File: src/hdl/sjsp_pkg.sv
// Package with payload types, constants and fixed tables for the slew profiler.
`default_nettype none
package sjsp_pkg;

  localparam int JOINT_COUNT_DEF = 4;
  localparam int MAX_EMIT        = 4;
  localparam logic [31:0] MIN_TICK_MS = 32'd20;
  localparam logic [7:0] STAGE0_MASK = 8'b0000_1001;
  localparam logic [7:0] STAGE1_MASK = 8'b0000_0110;

  localparam logic [1:0] ACT_SET   = 2'd0;
  localparam logic [1:0] ACT_TICK  = 2'd1;
  localparam logic [1:0] ACT_HOME  = 2'd2;
  localparam logic [1:0] ACT_SPARE = 2'd3;

  localparam logic [2:0] REG_JOINTS = 3'd0;
  localparam logic [2:0] REG_PMIN   = 3'd1;
  localparam logic [2:0] REG_PMAX   = 3'd2;
  localparam logic [2:0] REG_ACCEL  = 3'd3;
  localparam logic [2:0] REG_MAXR   = 3'd4;
  localparam logic [2:0] REG_ARM    = 3'd5;

  // Operations of the shared serial arithmetic unit.
  localparam logic [1:0] SU_MUL  = 2'd0;
  localparam logic [1:0] SU_DIV  = 2'd1;
  localparam logic [1:0] SU_SQRT = 2'd2;

  typedef struct packed {
    logic [1:0]  action;
    logic [1:0]  joint;
    logic [15:0] target_pulse;
    logic [31:0] now_ms;
    logic        pwm_active;
  } in_item_t;

  typedef struct packed {
    logic [1:0]  out_joint;
    logic [11:0] out_pulse;
    logic        last;
  } out_item_t;

endpackage
`default_nettype wire

File: src/hdl/sjsp_serial_unit.sv
// Bit-serial multiply, divide and square root unit shared by all joints.
`default_nettype none
module sjsp_serial_unit (
  input  wire logic        clk,
  input  wire logic        rst,
  input  wire logic        start,
  input  wire logic [1:0]  op,
  input  wire logic [63:0] a,
  input  wire logic [63:0] b,
  output logic             done,
  output logic [63:0]      res
);
  // Multiply: res = a*b truncated to 64 bits. Divide: res = a / b. Root: res = isqrt(a).
  logic        busy;
  logic [1:0]  cur;
  logic [6:0]  cnt;
  logic [63:0] acc;
  logic [63:0] sh;
  logic [63:0] opb;
  logic [64:0] rem;
  logic [65:0] srem;
  logic [65:0] trial;
  logic [64:0] dtrial;

  always_comb begin
    dtrial = {rem[63:0], sh[63]} - {1'b0, opb};
    trial  = {srem[63:0], sh[63:62]} - {acc[63:0], 2'b01};
  end

  always_ff @(posedge clk) begin
    done <= 1'b0;
    if (rst) begin
      busy <= 1'b0;
      cnt  <= '0;
    end else if (start && !busy) begin
      busy <= 1'b1;
      cur  <= op;
      acc  <= '0;
      rem  <= '0;
      srem <= '0;
      sh   <= a;
      opb  <= b;
      cnt  <= (op == sjsp_pkg::SU_SQRT) ? 7'd32 : 7'd64;
    end else if (busy) begin
      unique case (cur)
        sjsp_pkg::SU_MUL: begin
          if (opb[0]) acc <= acc + sh;
          sh  <= sh << 1;
          opb <= opb >> 1;
        end
        sjsp_pkg::SU_DIV: begin
          if (!dtrial[64]) begin
            rem <= {1'b0, dtrial[63:0]};
            acc <= {acc[62:0], 1'b1};
          end else begin
            rem <= {rem[63:0], sh[63]};
            acc <= {acc[62:0], 1'b0};
          end
          sh <= sh << 1;
        end
        default: begin
          if (!trial[65]) begin
            srem <= trial;
            acc  <= {acc[62:0], 1'b1};
          end else begin
            srem <= {srem[63:0], sh[63:62]};
            acc  <= {acc[62:0], 1'b0};
          end
          sh <= sh << 2;
        end
      endcase
      cnt <= cnt - 7'd1;
      if (cnt == 7'd1) begin
        busy <= 1'b0;
        done <= 1'b1;
      end
    end
  end

  assign res = acc;
endmodule
`default_nettype wire

File: src/hdl/staged_joint_slew_profiler_top.sv
// Top level of the staged joint slew profiler.
`default_nettype none
// The block holds up to JOINT_COUNT servo joints and steps them toward their
// goal pulse widths in two stages (joints 0 and 3, then joints 1 and 2).
// Set-target and home items give no result. An accepted tick (arm_enable,
// pwm_active and at least 20 ms since the last tick) emits one result item
// per joint in use, joint 0 first, with last set on the final one. The
// multiplies, divides and square roots run through one shared bit-serial
// unit that retires one bit (one root digit) per cycle: each joint in the
// running stage takes three multiplies, two divides and a square root,
// while a joint outside it has its speed cleared and only gives its result.
// With four joints in use two of them are in the running stage; a tick holds
// the block until its last result item is sent, and longer under any stall
// on the result side; that serial unit sets the rate. The block takes one
// item at a time. Configuration goes through the APB port, register i at 4*i.
module staged_joint_slew_profiler_top #(
  parameter int JOINT_COUNT = sjsp_pkg::JOINT_COUNT_DEF
) (
  input  wire logic                clk,
  input  wire logic                rst,
  input  wire logic                in_valid,
  output logic                     in_ready,
  input  wire sjsp_pkg::in_item_t  in_data,
  output logic                     out_valid,
  input  wire logic                out_ready,
  output sjsp_pkg::out_item_t      out_data,
  input  wire logic                psel,
  input  wire logic                penable,
  input  wire logic                pwrite,
  input  wire logic [4:0]          paddr,
  input  wire logic [31:0]         pwdata,
  output logic [31:0]              prdata,
  output logic                     pready
);
  localparam int JW = (JOINT_COUNT > 1) ? $clog2(JOINT_COUNT) : 1;

  typedef enum logic [3:0] {
    S_IDLE, S_DECODE, S_LOOP, S_MUL_A, S_DIV_A, S_MUL_D, S_SQRT, S_MUL_S, S_DIV_S,
    S_APPLY, S_EMIT
  } state_t;

  state_t state;

  // Configuration registers.
  logic [2:0]  joints_in_use;
  logic [11:0] pulse_min, pulse_max;
  logic [15:0] accel_rate, max_rate;
  logic        arm_enable;

  logic [11:0] goal_pulse    [JOINT_COUNT];
  logic [11:0] present_pulse [JOINT_COUNT];
  logic [23:0] joint_speed   [JOINT_COUNT];
  logic        stage;
  logic [31:0] last_tick_ms;

  sjsp_pkg::in_item_t item;
  logic [JW:0]  idx;
  logic [15:0]  dt;
  logic [63:0]  sp;
  logic [11:0]  span;

  logic        su_start;
  logic [1:0]  su_op;
  logic [63:0] su_a, su_b, su_res;
  logic        su_done;

  sjsp_serial_unit u_su (
    .clk(clk), .rst(rst), .start(su_start), .op(su_op), .a(su_a), .b(su_b),
    .done(su_done), .res(su_res)
  );

  // Number of joints in use, clipped at the array depth and emit limit.
  logic [3:0] n_use;
  always_comb begin
    n_use = {1'b0, joints_in_use};
    if (n_use > 4'(JOINT_COUNT)) n_use = 4'(JOINT_COUNT);
    if (n_use > 4'(sjsp_pkg::MAX_EMIT)) n_use = 4'(sjsp_pkg::MAX_EMIT);
  end

  logic [7:0] mask0, mask_run;
  logic       arrived0;
  always_comb begin
    mask0 = sjsp_pkg::STAGE0_MASK;
    mask_run = stage ? sjsp_pkg::STAGE1_MASK : sjsp_pkg::STAGE0_MASK;
    arrived0 = 1'b1;
    for (int i = 0; i < JOINT_COUNT; i++) begin
      if (4'(i) < n_use && mask0[i] && present_pulse[i] != goal_pulse[i])
        arrived0 = 1'b0;
    end
  end

  logic [JW-1:0] ji;
  assign ji = idx[JW-1:0];

  // Joint addressed by a set-target item, sized to the joint arrays.
  logic [JW-1:0] jset;
  assign jset = JW'(item.joint);

  logic [11:0] clamp_c;
  logic [12:0] center;
  logic [31:0] dt_raw;
  always_comb begin
    if ({4'd0, pulse_min} > item.target_pulse) clamp_c = pulse_min;
    else if (item.target_pulse > {4'd0, pulse_max}) clamp_c = pulse_max;
    else clamp_c = item.target_pulse[11:0];
    center = ({1'b0, pulse_min} + {1'b0, pulse_max}) >> 1;
    dt_raw = item.now_ms - last_tick_ms;
  end

  logic [11:0] g_cur, p_cur;
  assign g_cur = goal_pulse[ji];
  assign p_cur = present_pulse[ji];

  assign in_ready = (state == S_IDLE);
  assign pready = 1'b1;

  always_comb begin
    unique case (paddr[4:2])
      sjsp_pkg::REG_JOINTS: prdata = {29'd0, joints_in_use};
      sjsp_pkg::REG_PMIN:   prdata = {20'd0, pulse_min};
      sjsp_pkg::REG_PMAX:   prdata = {20'd0, pulse_max};
      sjsp_pkg::REG_ACCEL:  prdata = {16'd0, accel_rate};
      sjsp_pkg::REG_MAXR:   prdata = {16'd0, max_rate};
      sjsp_pkg::REG_ARM:    prdata = {31'd0, arm_enable};
      default:              prdata = '0;
    endcase
  end

  logic [63:0] cap;
  assign cap = {40'd0, max_rate, 8'd0};

  always_ff @(posedge clk) begin
    su_start <= 1'b0;
    if (rst) begin
      state <= S_IDLE;
      out_valid <= 1'b0;
      joints_in_use <= 3'd4; pulse_min <= 12'd500; pulse_max <= 12'd2500;
      accel_rate <= 16'd2000; max_rate <= 16'd1650; arm_enable <= 1'b0;
      for (int i = 0; i < JOINT_COUNT; i++) begin
        goal_pulse[i] <= '0; present_pulse[i] <= '0; joint_speed[i] <= '0;
      end
      stage <= 1'b0;
      last_tick_ms <= '0;
    end else begin
      if (psel && penable && pwrite) begin
        unique case (paddr[4:2])
          sjsp_pkg::REG_JOINTS: joints_in_use <= pwdata[2:0];
          sjsp_pkg::REG_PMIN:   pulse_min <= pwdata[11:0];
          sjsp_pkg::REG_PMAX:   pulse_max <= pwdata[11:0];
          sjsp_pkg::REG_ACCEL:  accel_rate <= pwdata[15:0];
          sjsp_pkg::REG_MAXR:   max_rate <= pwdata[15:0];
          sjsp_pkg::REG_ARM:    arm_enable <= pwdata[0];
          default: ;
        endcase
      end
      unique case (state)
        S_IDLE: begin
          if (in_valid) begin
            item <= in_data;
            state <= S_DECODE;
          end
        end
        S_DECODE: begin
          state <= S_IDLE;
          idx <= '0;
          if (item.action == sjsp_pkg::ACT_SET) begin
            if ({2'd0, item.joint} < n_use) begin
              if (clamp_c != goal_pulse[jset]) stage <= 1'b0;
              goal_pulse[jset] <= clamp_c;
            end
          end else if (item.action == sjsp_pkg::ACT_HOME) begin
            for (int i = 0; i < JOINT_COUNT; i++) begin
              if (4'(i) < n_use) begin
                goal_pulse[i] <= center[11:0];
                present_pulse[i] <= center[11:0];
              end
            end
            last_tick_ms <= item.now_ms;
            stage <= 1'b0;
          end else if (item.action == sjsp_pkg::ACT_TICK) begin
            if (arm_enable && item.pwm_active && dt_raw >= sjsp_pkg::MIN_TICK_MS
                && n_use != 4'd0) begin
              last_tick_ms <= item.now_ms;
              dt <= (dt_raw > 32'd65535) ? 16'hFFFF : dt_raw[15:0];
              if (!stage && arrived0) stage <= 1'b1;
              state <= S_LOOP;
            end else if (arm_enable && item.pwm_active
                         && dt_raw >= sjsp_pkg::MIN_TICK_MS) begin
              last_tick_ms <= item.now_ms;
              if (!stage && arrived0) stage <= 1'b1;
            end
          end
        end
        S_LOOP: begin
          if (mask_run[ji]) begin
            span <= (g_cur > p_cur) ? g_cur - p_cur : p_cur - g_cur;
            su_op <= sjsp_pkg::SU_MUL;
            su_a <= {48'd0, accel_rate};
            su_b <= {40'd0, dt, 8'd0};
            su_start <= 1'b1;
            state <= S_MUL_A;
          end else begin
            joint_speed[ji] <= '0;
            state <= S_EMIT;
          end
        end
        S_MUL_A: if (su_done) begin
          su_op <= sjsp_pkg::SU_DIV; su_a <= su_res; su_b <= 64'd1000; su_start <= 1'b1;
          state <= S_DIV_A;
        end
        S_DIV_A: if (su_done) begin
          sp <= (su_res + {40'd0, joint_speed[ji]} > cap) ? cap
                : su_res + {40'd0, joint_speed[ji]};
          // Braking speed needs accel_rate times the distance left.
          su_op <= sjsp_pkg::SU_MUL;
          su_a <= {48'd0, accel_rate};
          su_b <= {52'd0, span};
          su_start <= 1'b1;
          state <= S_MUL_D;
        end
        S_MUL_D: if (su_done) begin
          su_op <= sjsp_pkg::SU_SQRT;
          su_a <= {su_res[46:0], 17'd0};
          su_start <= 1'b1;
          state <= S_SQRT;
        end
        S_SQRT: if (su_done) begin
          su_op <= sjsp_pkg::SU_MUL;
          su_a <= {40'd0, ((su_res < sp) ? su_res[23:0] : sp[23:0])};
          sp <= (su_res < sp) ? su_res : sp;
          su_b <= {48'd0, dt};
          su_start <= 1'b1;
          state <= S_MUL_S;
        end
        S_MUL_S: if (su_done) begin
          joint_speed[ji] <= sp[23:0];
          su_op <= sjsp_pkg::SU_DIV; su_a <= su_res; su_b <= 64'd256000; su_start <= 1'b1;
          state <= S_DIV_S;
        end
        S_DIV_S: if (su_done) begin
          sp <= (su_res == 64'd0) ? 64'd1 : su_res;
          state <= S_APPLY;
        end
        S_APPLY: begin
          if ({52'd0, span} > sp)
            present_pulse[ji] <= (g_cur > p_cur) ? p_cur + sp[11:0] : p_cur - sp[11:0];
          else
            present_pulse[ji] <= g_cur;
          state <= S_EMIT;
        end
        S_EMIT: begin
          if (!out_valid || out_ready) begin
            out_valid <= 1'b1;
            out_data.out_joint <= 2'(idx);
            out_data.out_pulse <= present_pulse[ji];
            out_data.last <= (4'(idx) + 4'd1 == n_use);
            if (4'(idx) + 4'd1 == n_use) state <= S_IDLE;
            else begin
              idx <= idx + 1'b1;
              state <= S_LOOP;
            end
          end
        end
        default: state <= S_IDLE;
      endcase
      if (out_valid && out_ready && !(state == S_EMIT)) out_valid <= 1'b0;
    end
  end

`ifndef SYNTHESIS
  a_idle_out: assert property (@(posedge clk) disable iff (rst)
    (out_valid && !out_ready) |=> out_valid)
    else $error("result item dropped while stalled");
  a_busy: assert property (@(posedge clk) disable iff (rst)
    (in_valid && in_ready) |=> !in_ready)
    else $error("item accepted while busy");
  a_done: assert property (@(posedge clk) disable iff (rst)
    su_done |-> (state != S_IDLE))
    else $error("serial unit finished with no joint in work");
`endif
endmodule
`default_nettype wire
File: config.mk
export PLATFORM = sky130hd
export DESIGN_NAME = staged_joint_slew_profiler_top
export DESIGN_NICKNAME = d
export VERILOG_FILES = /design/src/hdl/sjsp_pkg.sv /design/src/hdl/sjsp_serial_unit.sv /design/src/hdl/staged_joint_slew_profiler_top.sv
export SDC_FILE = /design/constraint.sdc
export NUM_CORES = 2
export LEC_CHECK = 0
export ABC_CLOCK_PERIOD_IN_PS = 15700
export BUFFER_PORTS_ARGS = -buffer_cell sky130_fd_sc_hd__buf_2
export CAP_MARGIN = 30
export CORE_MARGIN = 2
export CORE_UTILIZATION = 50
export DETAILED_ROUTE_END_ITERATION = 8
export PLACE_DENSITY = 0.66
export RECOVER_POWER = 50
export SLEW_MARGIN = 10
export SYNTH_ARGS = -nofsm -noshare
export SYNTH_HDL_FRONTEND = slang
export SYNTH_SLANG_ARGS = --single-unit
File: constraint.sdc
create_clock -name clk -period 15.7 [get_ports clk]
set_clock_uncertainty 0.15 [all_clocks]
set_input_delay 2.355 -clock clk [delete_from_list [all_inputs] [get_ports clk]]
set_output_delay 2.355 -clock clk [all_outputs]
set_load 0.03 [all_outputs]
==> flow_results.org <==
** Route
- The first detailed-routing pass took 6 iterations.
- In this run the remaining antenna-violating nets after routing total 0.
- The final route contains 47,300 vias.
- Detail-routed via count per cell :: 6.19
- In the routed design, unresolved DRC markers number 0.
- Wire length per cell after detailed routing :: about 23 um
- Starting DRT DRC Count :: between 4,000 and 5,000
- For this block, the routed nets add up to 178 mm of wire.

** Clock network
- Maximum level of the CTS H-tree :: 3
- Post CTS Setup Buffer Count :: 0
- Number of gates resized after cts :: 0
- # clock sinks :: 839
- For the worst-skew pair, the clock arrives at the later sink with an insertion delay of 690 ps.
- TritonCTS built the clock tree.
- Number of buffers on the longest clock path :: 3
- CTS placed an instance of sky130_fd_sc_hd__clkbuf_16 at the clock tree root.
- Cts hold-fix bufs :: 0
- The number of clock buffers added by TritonCTS is 96.
- Clock-pin slew was measured on the worst setup and hold paths at around 60 ps.

** STA
- At the pin with the least slew margin, the transition time is 4050 ps.
- Max frequency :: 110 MHz
- Final critical-path setup slack :: 6570 ps
- Slew headroom :: -170%
- Tmin final :: 9130 ps
- Endpoints failing hold :: 0
- Setup total negative slack on the finished layout was measured at 0 ps.
- Setup violations remaining at the end of the flow were counted as 0.
- After layout, the worst path uses 58.1% of the clock period.
- Final hold slack :: 299 ps
- The max-slew violation count came to 796.
- Setup repair after global routing left no endpoint under its margin.

** Final layout
- Footprint of the multi-input gates :: 30,100 sq um
- Layout Cell Area excl Fill :: 62,200 sq um
- The final layout contains 6,550 nets.
- FILL cells :: 10,100
- Registers take ~24,000 sq um.
- Layout-stage area growth over the synthesis result :: 9.85%
- Fraction of layout cells with a size suffix above 1 :: 8.20%
- Number of diodes :: 0
- Final standard cell utilization of the core :: a little under three fifths
- After the flow finishes, the layout carries non-filler instances totaling 7,650.

** Logic synthesis
- Flop and latch count out of synthesis :: 839
- Yosys warnings :: 0
- Largest cells by area after synthesis :: sky130_fd_sc_hd__edfxtp_1, sky130_fd_sc_hd__ha_1, sky130_fd_sc_hd__nand2_1, sky130_fd_sc_hd__o21ai_0, sky130_fd_sc_hd__a21oi_1
- Of all cell types, the one taking the most synthesized area is sky130_fd_sc_hd__edfxtp_1.
- Fraction of the yosys area taken by sequential cells :: 42.5%
- EDFF count, synth :: slightly above 700
- Summed over its instances, the top area cell type makes up 38.6% of the synthesized netlist area.
- A synthesized cell averages 9.37 sq um.
- Post-synth ARST share :: 0%
- Dominant synthesized flop cell :: sky130_fd_sc_hd__edfxtp_1
- Cell count after synthesis :: 6,036
- Number of library cell types mapped by synthesis :: 92
- The mapped netlist covers 56,600 sq um.

** Worst setup path
- The critical path is of the reg -> reg type.
- Highest net fanout along the worst path :: 25
- The worst setup path is launched from a flip-flop.
- Critical Path End Type :: flip-flop
- Data arrival time of the critical path :: ~9400 ps
- STA puts the critical path data required time at 15,950 ps.

** Floorplan
- After floorplanning, the core was sized to cover 112,000 sq um.
- Rows :: around 120
- Measured along the x axis, the die boundary spans 340 um.
- The die covers 116,000 sq um.
- The initial utilization of the core area, before any placement, comes to between 50% and 60%.
- I/O pin count :: 147
- The die is roughly 340 um tall.

** Pwr
- The design draws roughly 5.4 mW.
- Static leakage :: 24.1 nW
- In this run the power density over the cells is 87.0 nW/um^2.
- Peak supply drop :: 0.0932 mV

** Status
- The flow ran to the end, but the final reports show violations.
- The final reports fail on max-capacitance violations, max-slew violations.

** Min path
- The min-delay analysis places its worst path in the category reg -> reg.

** Placed design
- At the end of routability-driven placement, the weighted congestion stood at between 0.9 and 1.
- Standard cell area after detailed placement :: 58,800 sq um
- At the placement stage, the worst setup path has a slack of 8140 ps.
- Buffers on Ports :: 111
- Detailed placement HPWL :: 132 mm
- Including well taps, the total number of placed cells is 7,460.

** Global route
- First-pass GRT wire length :: 270 mm
- Global routing used between 20% and 30% of the available tracks.
- The initial antenna violation count came to 0.
- Grt ovf :: 0
- Entering global routing, the biggest net connects 103 pins.
- Vias in the first global route :: 44,700

** Flow run
- The tool flagged a number of max-cap violations equal to 14.
cell usage after synthesis (all sizes together), types with 29 or more instances:
master and instances:
nand2 847, edfxtp 727, o21ai 461, a21oi 454
nor2 430, ha 378, inv 371, clkbuf 247
a21o 188, xnor2 163, mux2i 151, nand3 123
dfxtp 112, xor2 100, nand4 93, nor3 91
nor4 70, a211oi 69, a31oi 63, mux4 61
buf 60, nand2b 53, and3 46, or3 46
nor2b 45, o21a 40, a22o 35, o211ai 33
o22ai 32, o31ai 29
registers in the layout (all words and copies together) (netlist names), 15 cells and up, named ones only:
register	flops
sp	64
dt	16
u_su.opb	24
u_su.rem	64
out_data	15
last_tick_ms	32
u_su.srem	64
joint_speed	96
su_b	24
item	51
present_pulse	48
u_su.sh	64
goal_pulse	48
su_a	64
accel_rate	16
u_su.res	64
max_rate	16
metal layers:
metal  global-route usage (%)  wire, um  share of wire [%]  vias to the layer above
li1                         -         -                  -                    22300
met1                     40.9     75900                 43                    22800
met2                     48.4     82000                 46                     1881
met3                     3.95     13000                7.3                      379
met4                     11.9      7390                4.1                        0
met5                        0         0                  0                        -
path summary, 6_finish.rpt:
check | slack, ps | end | startpoint | cells past startpoint
worst min-delay path | 300 | u_su.cur[0]$_DFFE_PP_ | su_op[0]$_DFFE_PP_ | 0
worst max-delay path | 6570 | present_pulse[0][11]$_DFFE_PP_ | flip-flop | 22
worst max register to register | 6570 | present_pulse[0][11]$_DFFE_PP_ | flip-flop | 22
worst min register to register | 300 | u_su.cur[0]$_DFFE_PP_ | su_op[0]$_DFFE_PP_ | 0
cell families (layout without fill, tap and decap cells):
group	after synthesis	in the layout	share of synthesized area (%)
buffers and inverters	679	778	4.65
AOI/OAI and AO/OA	1659	1659	18.5
other	2	17	0.0133
muxes	231	231	5.48
and+or+nand+nor	1977	1977	16.1
adders and majority gates	386	386	8.64
xor gates and xnor gates	263	263	4.07
DFF	839	839	42.5
power by group:
| part | internal (mW) | switching (mW) |
|---|---|---|
| Clock | 1.42 | 0.976 |
| Sequential | 2.44 | 0.0256 |
| Combinational | 0.205 | 0.340 |
placed cells by master (no fill, tap or decap), types with 32 or more instances in the layout:
master	count
sky130_fd_sc_hd__nand4_1	93
sky130_fd_sc_hd__and3_1	45
sky130_fd_sc_hd__clkbuf_1	57
sky130_fd_sc_hd__o21a_1	38
sky130_fd_sc_hd__xnor2_1	163
sky130_fd_sc_hd__mux4_2	61
sky130_fd_sc_hd__or3_1	46
sky130_fd_sc_hd__nor3_1	86
sky130_fd_sc_hd__a22o_1	35
sky130_fd_sc_hd__o22ai_1	32
sky130_fd_sc_hd__nor2b_1	44
sky130_fd_sc_hd__nand3_1	123
sky130_fd_sc_hd__buf_2	92
sky130_fd_sc_hd__nor2_1	428
sky130_fd_sc_hd__a211oi_1	66
sky130_fd_sc_hd__dfxtp_1	111
sky130_fd_sc_hd__xor2_1	100
sky130_fd_sc_hd__nand2_1	847
sky130_fd_sc_hd__a21o_1	188
sky130_fd_sc_hd__nand2b_1	52
sky130_fd_sc_hd__a21oi_1	453
sky130_fd_sc_hd__o211ai_1	32
sky130_fd_sc_hd__ha_1	378
sky130_fd_sc_hd__nor4_1	69
sky130_fd_sc_hd__clkbuf_16	104
sky130_fd_sc_hd__edfxtp_1	727
sky130_fd_sc_hd__buf_4	77
sky130_fd_sc_hd__mux2i_1	151
sky130_fd_sc_hd__o21ai_0	456
sky130_fd_sc_hd__a31oi_1	62
sky130_fd_sc_hd__inv_1	368
worst max-delay path, cell delays in order, from the launching register on:
cell and delay (ps):
sky130_fd_sc_hd__dfxtp_1 1450, sky130_fd_sc_hd__clkbuf_1 1680, sky130_fd_sc_hd__mux4_2 720, sky130_fd_sc_hd__ha_1 260
sky130_fd_sc_hd__fa_1 400, sky130_fd_sc_hd__nor2b_1 180, sky130_fd_sc_hd__o2111ai_1 130, sky130_fd_sc_hd__a31oi_1 410
sky130_fd_sc_hd__a211oi_1 230, sky130_fd_sc_hd__nor2_1 250, sky130_fd_sc_hd__mux2i_1 430, sky130_fd_sc_hd__ha_1 310
sky130_fd_sc_hd__nor2b_1 130, sky130_fd_sc_hd__o21ai_0 200, sky130_fd_sc_hd__a21boi_0 150, sky130_fd_sc_hd__o21ai_0 260
sky130_fd_sc_hd__a21boi_0 180, sky130_fd_sc_hd__o21ai_0 230, sky130_fd_sc_hd__a21oi_1 130, sky130_fd_sc_hd__o41ai_1 330
sky130_fd_sc_hd__xnor2_1 110, sky130_fd_sc_hd__mux2i_1 340, sky130_fd_sc_hd__o22ai_1 150
area by class of cell:
cell class	instances	area share, %
clock inverter	50	0.847
tap	1500	3.02
sequential	839	38.7
clock buffer	131	4.57
multi-input combinational	4533	48.4
inverter	372	2.25
timing repair buffer	225	2.19
Note: power is estimated with default switching activity, not from simulation.
